===== src/hdl/stbi_pkg.sv =====
package stbi_pkg;

  // Word width of every table field and of the query fields.
  localparam int unsigned DataW = 32;

  // Default number of calibration points.
  localparam int unsigned TableDepthDef = 256;

  // Search window, 999.0 in Q16.16.
  localparam logic [DataW-1:0] Window = 32'd999 << 16;

  // Configuration register indexes.
  localparam logic [1:0] RegSlide = 2'd0;
  localparam logic [1:0] RegWiden = 2'd1;

  // Saturate a wide signed value to a signed 32-bit word.
  function automatic logic [DataW-1:0] sat32(input logic signed [63:0] v);
    logic [DataW-1:0] r;
    if (v > 64'sh0000_0000_7FFF_FFFF) begin
      r = 32'h7FFF_FFFF;
    end else if (v < -64'sh0000_0000_8000_0000) begin
      r = 32'h8000_0000;
    end else begin
      r = v[DataW-1:0];
    end
    return r;
  endfunction

endpackage


===== src/hdl/stbi_lerp.sv =====
module stbi_lerp (
  input  logic                            clk_i,
  input  logic                            rst_ni,
  input  logic                            start_i,
  input  logic signed [stbi_pkg::DataW-1:0] r0_i,
  input  logic signed [stbi_pkg::DataW-1:0] r1_i,
  input  logic signed [stbi_pkg::DataW:0]   num_i,
  input  logic [stbi_pkg::DataW-1:0]        den_i,
  output logic                            done_o,
  output logic signed [63:0]              res_o
);
  import stbi_pkg::*;

  localparam logic [1:0] LIdle = 2'd0;
  localparam logic [1:0] LMul  = 2'd1;
  localparam logic [1:0] LDiv  = 2'd2;

  logic [1:0]            st_q, st_d;
  logic [5:0]            cnt_q, cnt_d;
  logic                  done_q, done_d;
  logic                  neg_q, neg_d;
  logic signed [DataW-1:0] r0_q, r0_d;
  logic [DataW-1:0]      mdr_q, mdr_d, mn_q, mn_d, den_q, den_d;
  logic [DataW-1:0]      rem_q, rem_d;
  logic [63:0]           quo_q, quo_d;
  logic signed [63:0]    res_q, res_d;
  logic signed [DataW:0] dr;
  logic [DataW:0]        trial;
  logic [63:0]           quo_new;

  // Magnitude and sign setup, one 32x32 multiply, then one quotient bit a cycle.
  always_comb begin
    st_d    = st_q;
    cnt_d   = cnt_q;
    done_d  = 1'b0;
    neg_d   = neg_q;
    r0_d    = r0_q;
    mdr_d   = mdr_q;
    mn_d    = mn_q;
    den_d   = den_q;
    rem_d   = rem_q;
    quo_d   = quo_q;
    res_d   = res_q;
    dr      = {r1_i[DataW-1], r1_i} - {r0_i[DataW-1], r0_i};
    trial   = {rem_q, quo_q[63]};
    quo_new = {quo_q[62:0], 1'b0};
    case (st_q)
      LIdle: begin
        if (start_i) begin
          r0_d  = r0_i;
          neg_d = dr[DataW] ^ num_i[DataW];
          mdr_d = dr[DataW] ? DataW'(-dr) : dr[DataW-1:0];
          mn_d  = num_i[DataW] ? DataW'(-num_i) : num_i[DataW-1:0];
          den_d = den_i;
          st_d  = LMul;
        end
      end
      LMul: begin
        quo_d = 64'(mdr_q) * 64'(mn_q);
        rem_d = '0;
        cnt_d = '0;
        st_d  = LDiv;
      end
      LDiv: begin
        if (trial >= {1'b0, den_q}) begin
          rem_d   = DataW'(trial - {1'b0, den_q});
          quo_new = {quo_q[62:0], 1'b1};
        end else begin
          rem_d = trial[DataW-1:0];
        end
        quo_d = quo_new;
        cnt_d = cnt_q + 6'd1;
        if (cnt_q == 6'd63) begin
          res_d  = 64'(r0_q) + (neg_q ? -$signed(quo_new) : $signed(quo_new));
          done_d = 1'b1;
          st_d   = LIdle;
        end
      end
      default: st_d = LIdle;
    endcase
  end

  always_ff @(posedge clk_i or negedge rst_ni) begin
    if (!rst_ni) begin
      st_q   <= LIdle;
      cnt_q  <= '0;
      done_q <= 1'b0;
    end else begin
      st_q   <= st_d;
      cnt_q  <= cnt_d;
      done_q <= done_d;
    end
  end

  always_ff @(posedge clk_i) begin
    neg_q <= neg_d;
    r0_q  <= r0_d;
    mdr_q <= mdr_d;
    mn_q  <= mn_d;
    den_q <= den_d;
    rem_q <= rem_d;
    quo_q <= quo_d;
    res_q <= res_d;
  end

  assign done_o = done_q;
  assign res_o  = res_q;

endmodule


===== config.mk =====
export PLATFORM = sky130hd
export DESIGN_NAME = stbi_lerp
export DESIGN_NICKNAME = d
export VERILOG_FILES = /design/src/hdl/stbi_pkg.sv /design/src/hdl/stbi_lerp.sv
export SDC_FILE = /design/constraint.sdc
export NUM_CORES = 2
export LEC_CHECK = 0
export ABC_AREA = 1
export BUFFER_PORTS_ARGS = -buffer_cell sky130_fd_sc_hd__buf_2
export CORE_MARGIN = 1.5
export CORE_UTILIZATION = 25
export CTS_CLUSTER_DIAMETER = 120
export DETAILED_ROUTE_END_ITERATION = 8
export GPL_TIMING_DRIVEN = 0
export PLACE_DENSITY = 0.37
export SLEW_MARGIN = 15
export SYNTH_ARGS = -nofsm -noshare
export SYNTH_HDL_FRONTEND = slang
export SYNTH_SLANG_ARGS = --single-unit

===== constraint.sdc =====
create_clock -name clk_i -period 8.35 [get_ports clk_i]
set_input_delay 1.67 -clock clk_i [delete_from_list [all_inputs] [get_ports clk_i]]
set_output_delay 1.67 -clock clk_i [all_outputs]
set_load 0.01 [all_outputs]

-- Word-level counts from Yosys, hierarchy flattened
Index checks and enable logic that the tools add are counted.
- bits in registers: 298
- input port bits: 132
- logic and storage cells: 45
- multiplexer cells: 14
- bitwise gates (word level): 1
- $add $sub $neg: 7
- magnitude comparators: 1
- reductions and logical operators: 5
- $mul: 1
- eq/ne operators: 5
- operators with widths (kind ; number):
    64-bit 2-to-1 mux ; 2
    64-bit case mux with 2 select lines ; 1
    32-bit 2-to-1 mux ; 3
    32-bit by 64-bit adder with 64-bit output ; 1
    32-bit by 32-bit multiplier with 64-bit output ; 1
    32-bit negation ; 2
    64-bit negation ; 1
    32-bit case mux with 2 select lines ; 1
    33-bit by 32-bit >= comparator with 1-bit output ; 1
    32-bit by 32-bit subtractor with 33-bit output ; 1
    32-bit subtractor ; 1
    6-bit case mux with 2 select lines ; 1
    6-bit by 1-bit adder with 6-bit output, second input constant ; 1
    6-bit == test, second input constant ; 1
    2-bit case mux with 3 select lines ; 1
    2-bit AND reduction ; 3
    2-bit 2-to-1 mux ; 2
    2-bit != test, second input constant ; 2
    1-bit 2-to-1 mux ; 3
    2-bit by 1-bit == test with 1-bit output, second input constant ; 1
    2-bit == test, second input constant ; 1
    2-bit logical NOT ; 1
    2-bit nonzero test ; 1
    1-bit bitwise XOR ; 1

-- Longest topological paths before layout
- depth in word-level cells: 6
- depth in mapped cells: 39
- depth with buffers taken out: 39

-- Least setup slack after synthesis
OpenSTA, ideal clock, no wires.
- path kind: flip-flop to flip-flop
- start point: register mn_q[5]
- end point: register quo_q[52], data pin
- stages on the path, launching flop included: 27
- period minus slack after synthesis: 6702 ps
- slack: 1648 ps
- data required time: 8096 ps
- path buffers: 1
- arrival time: 6449 ps
- cell sequence: edfxtp_1 > clkbuf_1 > nand2_1 > fa_1 > inv_1 > fa_1 > fa_1 > inv_1 > fa_1 > inv_1 > fa_1 > fa_1 > fa_1 > inv_1 > fa_1 > inv_1 > ha_1 > inv_1 > o21ai_0 > a31oi_1 > o21ai_0 > a21oi_1 > nand3_1 > a21o_1 > or2_2 > nand3_1 > nand2_1
- cells in the longest elaborated chain, start to end: 2
- RTL lines (what ; RTL line ; text):
    start: declaration ; stbi_lerp.sv:23 ; logic [DataW-1:0] mdr_q, mdr_d, mn_q, mn_d, den_q, den_d;
    start signal: assignment ; stbi_lerp.sv:99 ; mn_q <= mn_d;
    32-bit by 32-bit multiplier with 64-bit output ; stbi_lerp.sv:59 ; quo_d = 64'(mdr_q) * 64'(mn_q);
    64-bit case mux with 2 select lines ; stbi_lerp.sv:47 ; case (st_q)
    via quo_d[52] ; stbi_lerp.sv:25 ; logic [63:0] quo_q, quo_d;
    end signal: assignment ; stbi_lerp.sv:102 ; quo_q <= quo_d;
    end: declaration ; stbi_lerp.sv:25 ;
The timed path passes the listed nets, and every way through them passes these cells.
A chain may end at the register's enable or synchronous reset.

-- Worst setup path in the final report
- start point: register mn_q[29]
- end point: register quo_q[59], data pin
The elaborated chain is that of the path after synthesis.

==> metrics.md <==
| Metric | Value |
|---|---|
| Status | finished, final reports clean |
| Fin util | 28.4% |
| Sequential share of the synthesized area | roughly 15% |
| Vias in the first global route | between 50,000 and 60,000 |
| Chip height | 483 um |
| Post-Syn Nets | ~9,000 |
| Worst Setup End Kind | register |
| Row cnt | 175 |
| Dominant cells by area after synthesis | fa_1 (31%), edfxtp_1 (15%), inv_1 (14%), nand2_1 (12%), ha_1 (8.7%) |
| Routability Congestion | 0.919 |
| CTS tree | done |
| Initial Util | about a quarter |
| Post-synthesis compound-gate area fraction | between 6 and 7% |
| Die X | just under 500 um |
| Final min period | just over 8 ns |
| DRT Pass-1 Iters | 6 |
| Vias per cell | between 4 and 5 |
| Post-DP HPWL | between 200,000 and 250,000 um |
| Grt ovf | 0 |
| Hold_buf cts | 0 |
| Actual slew at the worst max-slew pin | 1.39 ns |
| Post-synthesis cell count | 7,572 |
| Vias | slightly below 50,000 |
| Ys Warns | 0 |
| Largest net degree at the start of global routing | between 60 and 70 |
| Async set-or-reset flop fraction in the synthesized netlist | slightly above 3% |
| Rel. slew slack | 6.25% |
| R2R depth | 22 |
| Reg2Reg Launch Point | mn_q[29]$_DFFE_PP_ |
| Worst EP arrival | roughly 8.6 ns |
| Number of port buffers | 196 |
| Clock skew | just over 0.07 ns |
| Leading area contributor after synthesis | fa_1 |
| Peak Freq | about 120 MHz |
| Final nets | around 9,300 |
| Area growth, synth to finish | 12.6% |
| Share of layout cells above drive strength 1 | between 7 and 8% |
| Hold WS | a little over 0.5 ns |
| Boundary pin count | slightly below 200 |
| Post-DR wirelength/cell | 23.1 um |
| Adder-cell share of the synthesized area | 39.9% |
| Ys flop type | edfxtp_1 |
| H-Tree Level Count | 2 |
| WHS Endpoint | cnt_q[0]$_DFFE_PN0P_ |
| R2r endpoint | quo_q[59]$_DFFE_PP_ |
| Simple-gate share of the synthesized area | 19.9% |
| CTS clock-pin slew for the worst setup and hold paths | about 0.05 ns |
| Hold Crit Start | cnt_q[0]$_DFFE_PN0P_ |
| Clock Sinks | between 200 and 300 |
| Final Max Slew Viols | 0 |
| Post-synthesis mux area share | 0% |
| Die Area | around 230,000 um2 |
| Crit share post-route | a little over nine tenths |
| Synth Register Bits | between 200 and 300 |
| Final hold vios | 0 |
| Largest family of logic cells by synthesized area | adder cells |
| Critical path launch point type | register |
| Synth top area share | ~31% |
| Synth cell count leaders | inv_1 (2,078), nand2_1 (1,884), fa_1 (899) |
| WHS Path Cells | 1 |
| Longest Clk Path Bufs | 3 |
| Pre-CTS setup slack | -1.23 ns |
| WP data required | ~8.8 ns |
| Hold WC Path Type | register to register |
| Root Driver | clkbuf_16 |
| Netlist area before placement | approximately 58,000 um2 |
| Mapped Avg Cell Area | between 7 and 8 um2 |
| Xor and xnor area share after synthesis | under 10% |
| Placed Area | roughly 62,000 um2 |
| Initial antenna violation count | 18 |
| Initial drt markers | ~4,100 |
| Worst setup slack after layout | 0.131 ns |
| GRT Util Overall | between 20% and 30% |
| DRC | 0 |
| Design area | between 60,000 and 70,000 um2 |
| Final setup viols | 0 |
| Routed WL | approximately 250,000 um |
| WS Path Type | register to register |
| Most frequent cell after synthesis | inv_1 |
| First-pass GRT wire length | approximately 360,000 um |
| Clk Latency, worst-skew pair | roughly 0.69 ns |
| EDFF count, synth | approximately 290 |
| Core box area | roughly 230,000 um2 |
| CP Max Fanout | 10 |
| Post-route ant nets | 0 |
| Total CTS buffers | 42 |
| Synth unique cells | 57 |
| R2r setup slk | 0.13 ns |
| Max cap viols | 0 |
-- flip-flops by register name, summed over array words and instances, names as in the netlist --
name,count
done_o,1
cnt_q,6
den_q,32
quo_q,64
r0_q,32
mn_q,32
neg_q,1
res_o,64
rem_q,32
mdr_q,32
st_q,2
-- through the flow --
step	setup TNS, ns	cells
floorplan	0	7572
global placement	-92.34	10800
detailed placement	-21.50	10800
CTS	0	10900
global route	-0.0209	10900
finish	0	10900
-- critical path: stages (launching register included) --
cell and delay (ns):
edfxtp_1 0.77, clkbuf_2 0.43, nand2_1 0.14, fa_1 0.56, inv_1 0.06, fa_1 0.49
inv_1 0.05, fa_1 0.47, fa_1 0.53, fa_1 0.44, fa_1 0.54, inv_1 0.06
ha_1 0.37, ha_1 0.33, ha_1 0.46, inv_1 0.29, o21bai_1 0.14, a21boi_0 0.33
o21ai_0 0.33, a211oi_2 0.34, o211ai_1 0.18, xnor2_1 0.19, o21ai_1 0.43
-- logic make-up (layout without fill, tap and decap cells) --
| group | count (synthesis) | after routing |
|---|---|---|
| AND/OR/NAND/NOR | 2791 | 2791 |
| buffers and inverters | 2327 | 2650 |
| adder cells (fa/ha/maj) | 1297 | 1297 |
| AO/OA/AOI/OAI | 653 | 653 |
| flip-flops | 298 | 298 |
| XOR/XNOR | 206 | 206 |
| other | 0 | 6 |
-- how the worst max path moves through the flow --
stage	from	endpoint	slack, ns	cells after the start
2_1_floorplan	mn_q[5]$_DFFE_PP_	quo_q[52]$_DFFE_PP_	1.65	26
3_3_place_gp	mdr_q[8]$_DFFE_PP_	quo_q[46]$_DFFE_PP_	-1.27	27
3_5_place_dp	mdr_q[8]$_DFFE_PP_	quo_q[46]$_DFFE_PP_	-1.23	27
4_1_cts	mn_q[8]$_DFFE_PP_	quo_q[47]$_DFFE_PP_	0.004	27
5_1_grt	mdr_q[19]$_DFFE_PP_	quo_q[46]$_DFFE_PP_	-0.02	28
6_report	mn_q[29]$_DFFE_PP_	quo_q[59]$_DFFE_PP_	0.13	22
-- routing by layer --
layer | vias to the layer above | track usage (%) | share of wire (%) | wire (um)
met2 | 1314 | 35.6 | 46 | 117000
met3 | 176 | 2.26 | 5.3 | 13300
li1 | 23100 | - | - | -
met1 | 24900 | 30.4 | 46 | 116000
met5 | - | 0 | 0 | 0
met4 | 0 | 4.55 | 2.4 | 5980
-- layout by cell type, fill, tap and decap left out, types with 59 or more instances in the layout --
cell type,count
edfxtp_1,289
nand3_1,212
nand4_1,66
o21ai_0,223
clkbuf_2,103
inv_1,2077
fa_1,899
nand2_1,1884
ha_1,394
a21oi_1,261
xor2_1,157
nor2_1,431
buf_2,230
clkbuf_1,59
-- what timing repair did --
item | 4_1_cts | 5_1_grt
setup buffers | 29 | 12
gates resized for setup | 163 | 160
pin swaps | 0 | 2
endpoints found under the setup margin | 43 | 23
-- layout make-up --
class / count / area (um2)
Clock inverter: 22 / 299
Inverter: 2097 / 7880
Timing Repair Buffer: 250 / 1650
Sequential cell: 298 / 8900
Fill cell: 25100 / 163000
Antenna cell: 6 / 15.0
Clock buffer: 54 / 1110
Buffer: 227 / 1190
Multi-Input combinational cell: 4947 / 40000
Tap cell: 3009 / 3760
Power is left out: the tool's default activity adds up to more than one toggle a clock period on the data nets, which glitch-free logic cannot reach.
